$ cat src/rtl/contact_ising_site_update_unit_macros.svh
// ---------------------------------------------------------------------------
// Assertion macros for the contact Ising site update unit
// Shorthand for clocked checks that use the enclosing clk and rst_n.
// ---------------------------------------------------------------------------
`ifndef CONTACT_ISING_SITE_UPDATE_UNIT_MACROS_SVH
`define CONTACT_ISING_SITE_UPDATE_UNIT_MACROS_SVH

// Same-cycle implication.
`define CISU_ASSERT_SAME(lbl, ante, cons) \
    lbl: assert property (@(posedge clk) disable iff (!rst_n) (ante) |-> (cons)) \
        else $error("cisu check failed");

// Next-cycle implication.
`define CISU_ASSERT_NEXT(lbl, ante, cons) \
    lbl: assert property (@(posedge clk) disable iff (!rst_n) (ante) |=> (cons)) \
        else $error("cisu check failed");

`endif

$ cat src/rtl/cisu_pkg.sv
// ---------------------------------------------------------------------------
// cisu_pkg
// Shared constants, codes, offset tables and control structs.
// ---------------------------------------------------------------------------
package cisu_pkg;

    localparam int SIDE       = 256;
    localparam int COORD_W    = $clog2(SIDE);
    localparam int ADDR_W     = 2 * COORD_W;
    localparam int MAX_RADIUS = 3;
    localparam int NB_MAX     = 2 * MAX_RADIUS * (MAX_RADIUS + 1);
    localparam int NB_IDX_W   = $clog2(NB_MAX);
    localparam int NB_CNT_W   = $clog2(NB_MAX + 1);
    localparam int OFS_W      = $clog2(MAX_RADIUS + 1) + 1;
    localparam int SUM_W      = $clog2(NB_MAX + 1) + 1;
    localparam int CNT_W      = 17;
    localparam int PADDR_W    = 5;
    localparam int REG_IDX_W  = 3;

    typedef logic [1:0] site_t;
    localparam site_t SITE_EMPTY = 2'd0;
    localparam site_t SITE_UP    = 2'd1;
    localparam site_t SITE_DOWN  = 2'd2;

    localparam logic OP_UPDATE = 1'b0;
    localparam logic OP_INIT   = 1'b1;

    localparam logic [1:0] PICK_LEFT  = 2'd0;
    localparam logic [1:0] PICK_DOWN  = 2'd1;
    localparam logic [1:0] PICK_UP    = 2'd2;
    localparam logic [1:0] PICK_RIGHT = 2'd3;

    localparam logic [REG_IDX_W-1:0] REG_BIRTH  = 3'd0;
    localparam logic [REG_IDX_W-1:0] REG_DEATH  = 3'd1;
    localparam logic [REG_IDX_W-1:0] REG_J      = 3'd2;
    localparam logic [REG_IDX_W-1:0] REG_B      = 3'd3;
    localparam logic [REG_IDX_W-1:0] REG_BETA   = 3'd4;
    localparam logic [REG_IDX_W-1:0] REG_RADIUS = 3'd5;

    localparam logic [16:0] LOG2E_Q16 = 17'd94548;
    localparam logic [15:0] EXP_C1    = 16'd45426;
    localparam logic [13:0] EXP_C2    = 14'd15743;
    localparam logic [11:0] EXP_C3    = 12'd3085;

    typedef struct packed {
        logic [16:0]        birth;
        logic [16:0]        death;
        logic signed [15:0] coupling_j;
        logic signed [15:0] field_b;
        logic [21:0]        beta;
        logic [1:0]         radius;
    } cfg_t;

    typedef struct packed {
        logic in_ready;
        logic rd_focal;
        logic cap_before;
        logic rd_nbr;
        logic set_nbr;
        logic set_die;
        logic set_flip;
        logic sum_start;
        logic sum_issue;
        logic mul_j;
        logic mul_de;
        logic mul_lo;
        logic mul_hi;
        logic mul_x;
        logic mul_z;
        logic poly_u;
        logic poly_w;
        logic poly_h;
        logic poly_p;
        logic clr_write;
        logic init_write;
        logic wr_site;
        logic load_out;
    } ctl_cmd_t;

    typedef struct packed {
        logic req_valid;
        logic is_init;
        logic before_empty;
        logic death_hit;
        logic birth_hit;
        logic sum_last;
        logic de_neg;
        logic flip_ok;
        logic clr_last;
        logic out_free;
    } ctl_stat_t;

    typedef logic signed [OFS_W-1:0] ofs_arr_t [NB_MAX];

    // Diamond offsets ordered ring by ring, so the first 2r(r+1) entries
    // cover radius r.
    function automatic ofs_arr_t build_ofs(input bit want_y);
        ofs_arr_t a;
        int n;
        a = '{default: '0};
        n = 0;
        for (int d = 1; d <= MAX_RADIUS; d++) begin
            for (int i = -d; i <= d; i++) begin
                for (int j = -d; j <= d; j++) begin
                    if (((i < 0) ? -i : i) + ((j < 0) ? -j : j) == d) begin
                        a[n] = want_y ? OFS_W'(j) : OFS_W'(i);
                        n++;
                    end
                end
            end
        end
        return a;
    endfunction

    localparam ofs_arr_t NB_DX = build_ofs(1'b0);
    localparam ofs_arr_t NB_DY = build_ofs(1'b1);

    function automatic logic [NB_CNT_W-1:0] nb_count(input logic [1:0] radius);
        int r;
        r = int'(radius);
        if (r < 1) r = 1;
        if (r > MAX_RADIUS) r = MAX_RADIUS;
        return NB_CNT_W'(2 * r * (r + 1));
    endfunction

endpackage

$ cat src/rtl/cisu_ctrl.sv
// ---------------------------------------------------------------------------
// cisu_ctrl
// Sequencer for clearing, site update, energy evaluation and result hand-off.
// ---------------------------------------------------------------------------
`include "contact_ising_site_update_unit_macros.svh"

module cisu_ctrl import cisu_pkg::*;
(
    input  logic      clk,
    input  logic      rst_n,
    input  ctl_stat_t st,
    output ctl_cmd_t  cmd
);

    localparam logic [4:0] S_CLR  = 5'd0;
    localparam logic [4:0] S_IDLE = 5'd1;
    localparam logic [4:0] S_FOC  = 5'd2;
    localparam logic [4:0] S_FOCW = 5'd3;
    localparam logic [4:0] S_NBR  = 5'd4;
    localparam logic [4:0] S_NBRW = 5'd5;
    localparam logic [4:0] S_SUM  = 5'd6;
    localparam logic [4:0] S_SUMW = 5'd7;
    localparam logic [4:0] S_MJ   = 5'd8;
    localparam logic [4:0] S_MDE  = 5'd9;
    localparam logic [4:0] S_DEC  = 5'd10;
    localparam logic [4:0] S_MLO  = 5'd11;
    localparam logic [4:0] S_MHI  = 5'd12;
    localparam logic [4:0] S_XS   = 5'd13;
    localparam logic [4:0] S_ZM   = 5'd14;
    localparam logic [4:0] S_PU   = 5'd15;
    localparam logic [4:0] S_PW   = 5'd16;
    localparam logic [4:0] S_PH   = 5'd17;
    localparam logic [4:0] S_PP   = 5'd18;
    localparam logic [4:0] S_ACC  = 5'd19;
    localparam logic [4:0] S_WR   = 5'd20;
    localparam logic [4:0] S_INIT = 5'd21;
    localparam logic [4:0] S_OUT  = 5'd22;

    logic [4:0] state_reg, state_next;
    logic       init_mode_reg, init_mode_next;

    always_ff @(posedge clk or negedge rst_n)
    begin
        if (!rst_n)
        begin
            state_reg     <= S_CLR;
            init_mode_reg <= 1'b0;
        end
        else
        begin
            state_reg     <= state_next;
            init_mode_reg <= init_mode_next;
        end
    end

    always_comb
    begin
        cmd            = '0;
        state_next     = state_reg;
        init_mode_next = init_mode_reg;
        case (state_reg)
            S_CLR:
            begin
                cmd.clr_write = 1'b1;
                if (st.clr_last)
                begin
                    state_next     = init_mode_reg ? S_INIT : S_IDLE;
                    init_mode_next = 1'b0;
                end
            end
            S_IDLE:
            begin
                cmd.in_ready = 1'b1;
                if (st.req_valid)
                begin
                    state_next = S_FOC;
                end
            end
            S_FOC:
            begin
                cmd.rd_focal = 1'b1;
                state_next   = S_FOCW;
            end
            S_FOCW:
            begin
                cmd.cap_before = 1'b1;
                if (st.is_init)
                begin
                    init_mode_next = 1'b1;
                    state_next     = S_CLR;
                end
                else if (st.before_empty)
                begin
                    state_next = S_NBR;
                end
                else if (st.death_hit)
                begin
                    cmd.set_die = 1'b1;
                    state_next  = S_WR;
                end
                else
                begin
                    cmd.sum_start = 1'b1;
                    state_next    = S_SUM;
                end
            end
            S_NBR:
            begin
                cmd.rd_nbr = 1'b1;
                state_next = S_NBRW;
            end
            S_NBRW:
            begin
                cmd.set_nbr = st.birth_hit;
                state_next  = S_WR;
            end
            S_SUM:
            begin
                cmd.sum_issue = 1'b1;
                if (st.sum_last)
                begin
                    state_next = S_SUMW;
                end
            end
            S_SUMW: state_next = S_MJ;
            S_MJ:
            begin
                cmd.mul_j  = 1'b1;
                state_next = S_MDE;
            end
            S_MDE:
            begin
                cmd.mul_de = 1'b1;
                state_next = S_DEC;
            end
            S_DEC:
            begin
                if (st.de_neg)
                begin
                    cmd.set_flip = 1'b1;
                    state_next   = S_WR;
                end
                else
                begin
                    state_next = S_MLO;
                end
            end
            S_MLO:
            begin
                cmd.mul_lo = 1'b1;
                state_next = S_MHI;
            end
            S_MHI:
            begin
                cmd.mul_hi = 1'b1;
                state_next = S_XS;
            end
            S_XS:
            begin
                cmd.mul_x  = 1'b1;
                state_next = S_ZM;
            end
            S_ZM:
            begin
                cmd.mul_z  = 1'b1;
                state_next = S_PU;
            end
            S_PU:
            begin
                cmd.poly_u = 1'b1;
                state_next = S_PW;
            end
            S_PW:
            begin
                cmd.poly_w = 1'b1;
                state_next = S_PH;
            end
            S_PH:
            begin
                cmd.poly_h = 1'b1;
                state_next = S_PP;
            end
            S_PP:
            begin
                cmd.poly_p = 1'b1;
                state_next = S_ACC;
            end
            S_ACC:
            begin
                cmd.set_flip = st.flip_ok;
                state_next   = S_WR;
            end
            S_WR:
            begin
                cmd.wr_site = 1'b1;
                state_next  = S_OUT;
            end
            S_INIT:
            begin
                cmd.init_write = 1'b1;
                state_next     = S_OUT;
            end
            S_OUT:
            begin
                if (st.out_free)
                begin
                    cmd.load_out = 1'b1;
                    state_next   = S_IDLE;
                end
            end
            default: state_next = S_IDLE;
        endcase
    end

    `CISU_ASSERT_NEXT(a_write_then_out, state_reg == S_WR || state_reg == S_INIT, state_reg == S_OUT)
    `CISU_ASSERT_NEXT(a_neg_de_flips, state_reg == S_DEC && st.de_neg, state_reg == S_WR)
    `CISU_ASSERT_NEXT(a_out_to_idle, state_reg == S_OUT && st.out_free, state_reg == S_IDLE)
    `CISU_ASSERT_SAME(a_clear_no_take, state_reg == S_CLR, !cmd.in_ready)

endmodule
$ cat config.mk
export PLATFORM = sky130hd
export DESIGN_NAME = cisu_ctrl
export DESIGN_NICKNAME = d
export VERILOG_FILES = /design/src/rtl/cisu_pkg.sv /design/src/rtl/cisu_ctrl.sv
export VERILOG_INCLUDE_DIRS = /design/src /design/src/rtl
export SDC_FILE = /design/constraint.sdc
export NUM_CORES = 1
export LEC_CHECK = 0
export BUFFER_PORTS_ARGS = -buffer_cell sky130_fd_sc_hd__buf_2
export CAP_MARGIN = 20
export CORE_UTILIZATION = 41
export CTS_CLUSTER_DIAMETER = 100
export CTS_CLUSTER_SIZE = 28
export DETAILED_ROUTE_END_ITERATION = 7
export GPL_TIMING_DRIVEN = 0
export PLACE_DENSITY = 0.84
export SLEW_MARGIN = 20
export SYNTH_ARGS = -nofsm -noshare
export SYNTH_HDL_FRONTEND = slang
export SYNTH_SLANG_ARGS = --single-unit
$ cat constraint.sdc
create_clock -name clk -period 1.65 [get_ports clk]
set_clock_uncertainty 0.1 [all_clocks]
set_input_delay 0.165 -clock clk [delete_from_list [all_inputs] [get_ports clk]]
set_output_delay 0.165 -clock clk [all_outputs]
set_load 0.01 [all_outputs]
# Word-level counts from Yosys, hierarchy flattened
# Index checks and enable logic that the tools add are counted.
[classes]
n_mul = 0
n_lt_le_gt_ge = 0
muxes = 44
add_sub_neg = 0
n_eq_ne = 27
n_div = 0
shift = 0
n_reduce_logical = 6
bitwise_logic = 0
[op_table]
columns = ["op", "n"]
rows = [
  ["$pmux W5 S21", 1],
  ["$mux W5", 9],
  ["$eq A5 B4 Y1 const B", 8],
  ["$eq A5 B5 Y1 const B", 7],
  ["$mux W1", 32],
  ["$eq A5 B3 Y1 const B", 4],
  ["$eq A5 B2 Y1 const B", 2],
  ["$ne A2 B2 Y1 const B", 5],
  ["$eq A5 B1 Y1 const B", 1],
  ["$logic_not A5 Y1", 1],
  ["$pmux W1 S2", 2],
  ["$reduce_and A4 Y1", 1],
  ["$reduce_or A2 Y1", 2],
  ["$reduce_and A3 Y1", 1],
  ["$reduce_bool A2 Y1", 1],
]
[word_totals]
ram_bits = 0
memories = 0
reg_bits = 6
output_inout_bits = 23
mem_bits_ro = 0
latch_bits = 0
input_bits = 12

# Depth between registers and ports, before layout
# Gate-level depths: netlist (run 1).
[depth]
ltp_word = 4
ltp_mapped = 6
mapped_depth_nobuf = 4

# Worst setup path before layout (run 1)
# Ideal clock, no wire load.
[synth_timing]
path_type = "register to output"
start = "register state_reg[4]"
end = "output port cmd[22] in the netlist's numbering"
path_stages_with_launch = 4
required_ps = 1385
n_path_buf = 1
t_arrival_ps = 1343
setup_slack_ps = 42
path_cell_list = "dfrtp_1 buf_2 or2_1 nor4b_1"
[synth_rtl]
columns = ["element", "line", "source"]
rows = [
  ["start, declared", "cisu_ctrl.sv:39", "logic [4:0] state_reg, state_next;"],
  ["start signal, assigned", "cisu_ctrl.sv:51", "state_reg <= state_next;"],
  ["end, declared", "cisu_ctrl.sv:12", "output ctl_cmd_t cmd"],
]

==> results of run 1 <==
cells in the mapped netlist:
master and instances:
o21ai_1 2, mux2i_1 1, a21oi_1 5, nand3_1 4
o21ai_0 1, nand2b_2 1, a21oi_2 1, o22ai_1 1
nor3_1 10, o31ai_1 1, nor2_2 1, a21o_1 1
o211a_1 1, a21bo_2 1, nor3b_1 1, a31oi_1 1
o2111ai_2 1, o211ai_1 1, o32ai_2 1, a2bb2oi_1 1
mux2_2 1, buf_4 4, or2_1 1, nor2b_1 1
dfrtp_1 6, inv_2 2, nand4b_1 1, nand2_1 10
and2_1 1, and4_2 1, or3b_4 1, nor4b_1 2
a41oi_1 2, a211o_1 1, inv_1 2, nor4_1 2
a2111oi_4 1, buf_2 6, or3_1 2, nand2b_1 4
nor2_1 16, nand3b_1 2
kinds of logic after synthesis:
logic type / synth area share
and+or+nand+nor: 0.420
AOI/OAI and AO/OA: 0.258
buffers and inverters: 0.0980
DFF: 0.196
muxes: 0.0278
area by class of cell:
type / count / area (µm²)
multi-input combinational: 86 / 761
timing repair buffer: 66 / 473
sequential: 6 / 153
fill: 69 / 151
buffer: 10 / 129
tap: 25 / 31.3
inverter: 4 / 25.0
clock buffer: 3 / 22.5
metrics by stage:
step	TNS, ns	area (µm²)
3_5_place_dp	-0.118	967
6_report	-3.08	1590
4_1_cts	-0.658	1280
5_1_grt	-3.16	1590
3_3_place_gp	-0.0413	967
2_1_floorplan	0	766
timing repair:
item	4_1_cts	5_1_grt
cloned	0	1
resized for setup	42	42
hold endpoints to repair	6	0
endpoints found under the setup margin	23	26
pin swaps	8	17
hold buffers	1	0
setup buffers	16	14
how the worst min path moves through the flow:
stage	start	to	slack, ns	cells past startpoint
after global placement	rst_n	init_mode_reg	-0.12	1
after CTS	st[0]	state_reg[4]	0.06	2
after detailed placement	rst_n	init_mode_reg	-0.11	1
after global routing	st[0]	state_reg[4]	0.08	2
after floorplan	rst_n	init_mode_reg	-0.23	0
final	st[0]	state_reg[4]	0.07	2
metal layers:
| layer | vias to the layer above | routed length (µm) | global-route usage |
|---|---|---|---|
| li1 | 528 | - | - |
| met1 | 594 | 1680 | 0.384 |
| met2 | 184 | 2210 | 0.580 |
| met3 | 71 | 722 | 0.0680 |
| met4 | 0 | 488 | 0.164 |
| met5 | - | 0 | 0 |
worst max-delay path: cells and delay by family, from the launching register on:
kind          cells  cell delay, ns
flops             1            0.44
buf+inv           3            0.52
simple gates      3            0.42
report_power, final:
part | leakage, nW | switching [W] | internal (W)
clock network | 0.0138 | 0.0000626 | 0.0000830
registers | 0.0758 | 0.0000914 | 0.000208
logic | 0.645 | 0.00132 | 0.00114
total | 0.735 | 0.00147 | 0.00143
==> flow_summary.json, run 1 <==
{
  "status": "complete, but fails checks",
  "violations": "negative setup slack",
  "timing.hold.ws_ns": 0.0737,
  "gr-total-overflow": 0,
  "startpoint_type": "flop",
  "ys_warn_count": 0,
  "cellPowerDensity_nw_per_um2": 1820,
  "finalCoreUtilization": 0.913,
  "io_buffers": 34,
  "maxCapViolCount": 0,
  "r2r_slack_ns": -0.18,
  "cp_cell_sequence": "buf_6, buf_6, nor2_4, nand2_1, nor3_2, buf_2",
  "syn-num-nets": 118,
  "vias_per_cell": 6.89,
  "cts_tree": "yes",
  "fin_nets": 189,
  "report.power.total_w": 0.00290,
  "yosysTopAreaCellShare": 0.196,
  "setup_slack_ns": -0.257,
  "place.gp.congestion": 0.934,
  "cts_htree_levels": 1,
  "area_growth_pct": 108,
  "max-slew-margin-rel": 0.715,
  "period_needed_ns": 1.91,
  "die-area_um2": 2040,
  "antenna_found_initial": 0,
  "startpoint": "state_reg[3]",
  "row_count": 15,
  "grt_setup_unrepaired": "true",
  "synth_cells": 106,
  "grt_pass1_wl_um": 4880,
  "drive_above_1_share": 0.714,
  "crit_path_frequent_cell": "buf_6",
  "cp_slowest_stage_delay_ns": 0.44,
  "cp-end-kind": "output pin",
  "cts-root-buf": "clkbuf_4",
  "diodes": 0,
  "mostFrequentLayoutCells": "buf_2, buf_4, buf_6",
  "grt_pass1_vias": 1042,
  "largest_reg_flops": 5,
  "ys_seq_elements": 6,
  "drcViolationCount": 0,
  "peakVddDrop_v": 0.00155,
  "ant_nets": 0,
  "numCtsBuffers": 3,
  "drtIter0Drc": 142,
  "grt_use_total": 0.333,
  "worstSetupEndpoint": "cmd[5]",
  "placed_cells": 165,
  "crit_path_top_delay_cell": "dfrtp_1",
  "syn_area_per_cell_um2": 7.22,
  "worstRegToRegCells": 4,
  "wl_um": 5100,
  "io_pins": 35,
  "drt_first_pass_iters": 6,
  "die_h_um": 45.2,
  "worstSetupPathType": "flop to output pin",
  "grt_max_degree": 11,
  "syn_area_um2": 766,
  "fmax_ghz": 0.524,
  "fin_crit_sh": 1.16,
  "synth_area_leaders": "dfrtp_1, nor2_1, nor3_1, nand2_1, buf_2",
  "cp_max_fo": 10,
  "wl_per_cell_um": 25.5,
  "hold_path_class": "input pin to flop",
  "clockBufferDepth": 2,
  "required_ns": 1.38,
  "path_clk_slew_ns": 0.06,
  "clock_sinks": 6,
  "yosysTopAreaCell": "dfrtp_1",
  "die_w_um": 45.2,
  "preCtsSetupSlack_ns": -0.0551,
  "start_util": 0.439,
  "clock_latency_ns": 0.25,
  "hold_viol": 0,
  "synth_seq_area_share": 0.196,
  "fin_cells": 200,
  "ys_types": 42,
  "worstPathArrival_ns": 1.64,
  "setup_viol": 24,
  "vias": 1377,
  "dp_hpwl_um": 1890,
  "r2r_start": "state_reg[3]",
  "p_leak_nw": 0.735,
  "worst_slew_pin_slew_ns": 0.427,
  "coreArea_um2": 1750,
  "drv_slew": 0,
  "final_common_cell": "buf_2",
  "rr_endpoint": "state_reg[4]"
}
(Power assumes the default switching activity.)
==> run 2, diff against run 1 <==
CORE_UTILIZATION = 46   (was 41)
CTS_BUF_LIST = sky130_fd_sc_hd__clkbuf_8 sky130_fd_sc_hd__clkbuf_16   (was not set)
PLACE_DENSITY = 0.89   (was 0.84)
clock period = 1.95 ns   (was 1.65 ns; I/O delays follow)
==> flow_summary.json, run 2 (synthesis results as in run 1) <==
{
  "status": "completed",
  "p_switching_w": 0.000722,
  "grt_max_degree": 11,
  "wl_per_cell_um": 15.6,
  "setup_viol": 0,
  "finalCoreUtilization": 0.679,
  "hold_viol": 0,
  "drv_slew": 0,
  "wl_um": 2490,
  "grt_setup_unrepaired": "true",
  "vias_per_cell": 6.21,
  "cp-end-kind": "output pin",
  "drcViolationCount": 0,
  "dp_hpwl_um": 1820,
  "hold_path_class": "input pin to flop",
  "worstSetupPathType": "flop to output pin",
  "maxCapViolCount": 0,
  "crit_path_frequent_cell": "nor2_1",
  "fmax_ghz": 0.529,
  "peakVddDrop_v": 0.000833,
  "postLayoutCellArea_um2": 1030,
  "die_h_um": 42.8,
  "io_buffers": 34,
  "cp_cell_sequence": "clkbuf_4, buf_4, nor2_1, a31oi_1, nor2_1, buf_2",
  "row_count": 14,
  "seqPwrFrac": 0.170,
  "cp.buffers_inverters": 3,
  "fin_crit_sh": 0.970,
  "grt_pass1_vias": 854,
  "comb_power_share": 0.699,
  "swShare": 0.499,
  "route.met3.wl_um": 234,
  "period_needed_ns": 1.89,
  "p_int_w": 0.000725,
  "cellPowerDensity_nw_per_um2": 1400,
  "place_area_um2": 956,
  "crit_path_top_delay_cell": "dfrtp_1",
  "startpoint_type": "flop",
  "cp_slowest_stage_delay_ns": 0.42,
  "clock_sinks": 6,
  "worstPathArrival_ns": 1.60,
  "gr-total-overflow": 0,
  "start_util": 0.502,
  "largest_reg_flops": 5,
  "diodes": 0,
  "cp_max_fo": 10,
  "grt_pass1_wl_um": 3900,
  "grt_use_total": 0.279,
  "top_layer": "met4",
  "place.gp.congestion": 0.940,
  "drt_first_pass_iters": 4,
  "max-slew-margin-rel": 0.761,
  "area_growth_pct": 35.1,
  "fillCellCount": 144,
  "cts_tree": "yes",
  "p_leak_nw": 0.504,
  "clockBufferDepth": 2,
  "final_common_cell": "buf_2",
  "vias": 993,
  "drive_above_1_share": 0.444,
  "wl_met1_um": 954,
  "coreArea_um2": 1520,
  "clkPwrFrac": 0.131,
  "critical_path.top_delay_family": "buffers and inverters",
  "required_ns": 1.65,
  "die-area_um2": 1830,
  "drtIter0Drc": 35,
  "numCtsBuffers": 3,
  "path_clk_slew_ns": 0.04,
  "io_pins": 35,
  "mostFrequentLayoutCells": "buf_2, nor2_1, nor3_1, nand2_1, buf_4",
  "fin_nets": 158,
  "wl_met2_um": 1220,
  "cts-root-buf": "clkbuf_8",
  "ant_nets": 0,
  "worst_slew_pin_slew_ns": 0.358,
  "cts_htree_levels": 1,
  "die_w_um": 42.8,
  "antenna_found_initial": 0,
  "clock_latency_ns": 0.22,
  "cts_setup_buffers": 0
}
run 2: power by group through the flow:
stage               Clock, W  Combinational (W)  Sequential [W]
floorplan                  0           0.000728        0.000215
global placement           0           0.000929        0.000233
detailed placement         0           0.000949        0.000236
CTS                 0.000188           0.000969        0.000237
global route        0.000200            0.00110        0.000252
finish              0.000190            0.00101        0.000246
run 2: through the flow:
step | worst slack [ns] | hold WS [ns] | instances | power [W] | TNS [ns]
2_1_floorplan | 0.312 | -0.201 | 106 | 0.000943 | 0
4_1_cts | 0.0240 | 0.128 | 160 | 0.00139 | 0
5_1_grt | -0.0194 | 0.122 | 160 | 0.00155 | -0.0531
6_report | 0.0587 | 0.130 | 160 | 0.00145 | 0
3_5_place_dp | 0.231 | -0.0743 | 156 | 0.00119 | 0
3_3_place_gp | 0.251 | -0.0833 | 156 | 0.00116 | 0
run 2: final timing paths:
check	from	end	slack, ns	cells after the start
min in group asynchronous	rst_n	state_reg[2]	0.23	2
hold reg to reg	init_mode_reg	init_mode_reg	0.49	2
setup reg to reg	state_reg[1]	state_reg[4]	0.21	5
setup / recovery	state_reg[3]	cmd[16]	0.06	6
hold / removal	st[0]	state_reg[4]	0.13	2
max in group asynchronous	rst_n	state_reg[4]	1.35	2
run 2: area by class of cell:
class | instances | area, µm² | share of cell area
clock buffer | 3 | 41.3 | 0.0399
multi-input combinational | 86 | 558 | 0.539
tap | 16 | 20.0 | 0.0193
sequential | 6 | 153 | 0.148
buffer | 10 | 67.6 | 0.0653
inverter | 4 | 15.0 | 0.0145
timing repair buffer | 35 | 180 | 0.174
run 2: layer usage:
layer | global-route usage | vias up
li1 | - | 462
met1 | 0.355 | 455
met2 | 0.470 | 65
met3 | 0.0383 | 11
met4 | 0.106 | 0
met5 | 0 | -
run 2: worst reg2reg max path, stage by stage (launching register included):
cell       delay [ns]
dfrtp_1          0.36
buf_4            0.18
nand3b_1         0.24
or3_1            0.46
o2111ai_2        0.12
o32ai_2          0.13
run 2: repair_timing:
item | 4_1_cts | 5_1_grt
hold endpoints to repair | 6 | 0
cloned | 0 | 0
setup endpoints to repair | 1 | 8
resized for setup | 1 | 8
hold buffers | 1 | 0
==> run 3, diff against run 2 <==
CORE_ASPECT_RATIO = 1.25   (was not set)
==> flow_summary.json, run 3 (synthesis results as in run 1) <==
{
  "swShare": 0.489,
  "area_growth_pct": 33.0,
  "drive_above_1_share": 0.417,
  "regArea_um2": 151,
  "io_buffers": 34,
  "clock_sinks": 6,
  "crit_path_top_delay_cell": "dfrtp_1",
  "startpoint": "state_reg[4]",
  "grt_use_total": 0.257,
  "r2r_slack_ns": 0.21,
  "status": "completed",
  "cts_htree_levels": 1,
  "wl_um": 2280,
  "setup_viol": 0,
  "worstSetupEndpoint": "cmd[22]",
  "period_needed_ns": 1.92,
  "required_ns": 1.65,
  "cts-root-buf": "clkbuf_8",
  "multi_input_area_um2": 541,
  "grt_pass1_vias": 724,
  "max-slew-margin-rel": 0.750,
  "drtIter0Drc": 44,
  "cp-end-kind": "output pin",
  "r2r_start": "state_reg[0]",
  "worstPathArrival_ns": 1.63,
  "drcViolationCount": 0,
  "hold_path_class": "input pin to flop",
  "ant_nets": 0,
  "p_leak_nw": 0.502,
  "worstSetupPathType": "flop to output pin",
  "p_int_w": 0.000714,
  "drv_slew": 0,
  "fillCellCount": 140,
  "place.gp.congestion": 0.968,
  "fmax_ghz": 0.520,
  "io_pins": 35,
  "dp_hpwl_um": 1760,
  "fin_crit_sh": 0.986,
  "seqPwrFrac": 0.171,
  "diodes": 0,
  "drt_first_pass_iters": 4,
  "worst_slew_pin_slew_ns": 0.369,
  "comb_power_share": 0.701,
  "worstRegToRegCells": 4,
  "start_util": 0.490,
  "cellPowerDensity_nw_per_um2": 1370,
  "hold_viol": 0,
  "cp_max_fo": 10,
  "final_common_cell": "buf_2",
  "gr-total-overflow": 0,
  "vias_per_cell": 6.05,
  "die-area_um2": 1830,
  "grt_setup_unrepaired": "true",
  "row_count": 16,
  "antenna_found_initial": 0,
  "die_h_um": 47.6,
  "numCtsBuffers": 3,
  "grt_pass1_wl_um": 3280,
  "timing.hold.ws_ns": 0.123,
  "clkPwrFrac": 0.128,
  "clockBufferDepth": 2,
  "mostFrequentLayoutCells": "buf_2, nor2_1, nor3_1, nand2_1",
  "maxCapViolCount": 0,
  "largest_reg_flops": 5,
  "cp_slowest_stage_delay_ns": 0.43,
  "peakVddDrop_v": 0.000687,
  "die_w_um": 38.5,
  "wl_per_cell_um": 14.1,
  "fin_nets": 158,
  "preCtsSetupSlack_ns": 0.228,
  "cp_cell_sequence": "clkbuf_4, or2_1, nor4b_1, buf_2",
  "coreArea_um2": 1560,
  "setup_slack_ns": 0.0264,
  "p_switching_w": 0.000683,
  "startpoint_type": "flop",
  "rr_endpoint": "state_reg[4]",
  "path_clk_slew_ns": 0.03,
  "clock_latency_ns": 0.22,
  "grt_max_degree": 11,
  "cts_tree": "yes",
  "vias": 980
}
==> run 3: cell types whose count changed in the layout (fill, tap and decap cells not counted), sizes merged <==
cell,previous run,this run
buf,43,41
clkbuf,4,6
==> run 3: what timing repair did <==
item | in CTS | in global routing
resized for setup | 0 | 4
hold buffers | 1 | 0
setup buffers | 0 | 0
endpoints found under the hold margin | 6 | 0
endpoints found under the setup margin | 0 | 6
==> run 3: worst min-delay path by stage <==
stage,start,end,slack (ns),cells after the start
global placement,rst_n,state_reg[3],-0.08,1
floorplan,rst_n,init_mode_reg,-0.20,0
global route,st[0],state_reg[4],0.14,2
finish,st[0],state_reg[4],0.12,2
detailed placement,rst_n,init_mode_reg,-0.08,1
CTS,st[0],state_reg[4],0.12,2
==> run 3: power by group through the flow <==
stage | registers, W | clock network (W) | logic [W]
after CTS | 0.000233 | 0.000184 | 0.000948
after detailed placement | 0.000234 | 0 | 0.000944
after global placement | 0.000234 | 0 | 0.000929
final | 0.000239 | 0.000179 | 0.000979
after floorplan | 0.000215 | 0 | 0.000728
after global routing | 0.000243 | 0.000192 | 0.00107
==> run 3: final cells by class <==
cell class | instances | share of cell area
Inverter | 4 | 0.0147
Tap cell | 18 | 0.0221
Sequential cell | 6 | 0.149
Buffer | 10 | 0.0663
Timing Repair Buffer | 35 | 0.177
Multi-Input combinational cell | 86 | 0.531
Clock buffer | 3 | 0.0405
==> run 3: layer usage <==
layer,share of wire,GRT usage,vias to the layer above
met3,0.075,0.0419,6
met1,0.42,0.362,452
met2,0.49,0.390,61
met5,0,0,-
li1,-,-,461
met4,0.016,0.103,0
==> run 3: critical path: cells and delay by family, from the launching register on <==
kind          cells  cell delay [ns]
flops             1             0.43
simple gates      2             0.57
buf+inv           2             0.41
==> run 3: through the flow <==
step           cells  power, W  setup TNS (ns)   util  instance area (µm²)
2_1_floorplan    106  0.000943               0      -                  766
3_3_place_gp     158   0.00116               0  0.614                  958
3_5_place_dp     158   0.00118               0  0.614                  958
4_1_cts          162   0.00137               0  0.647                 1010
5_1_grt          162   0.00151          -0.126  0.652                 1020
6_report         162   0.00140               0  0.652                 1020
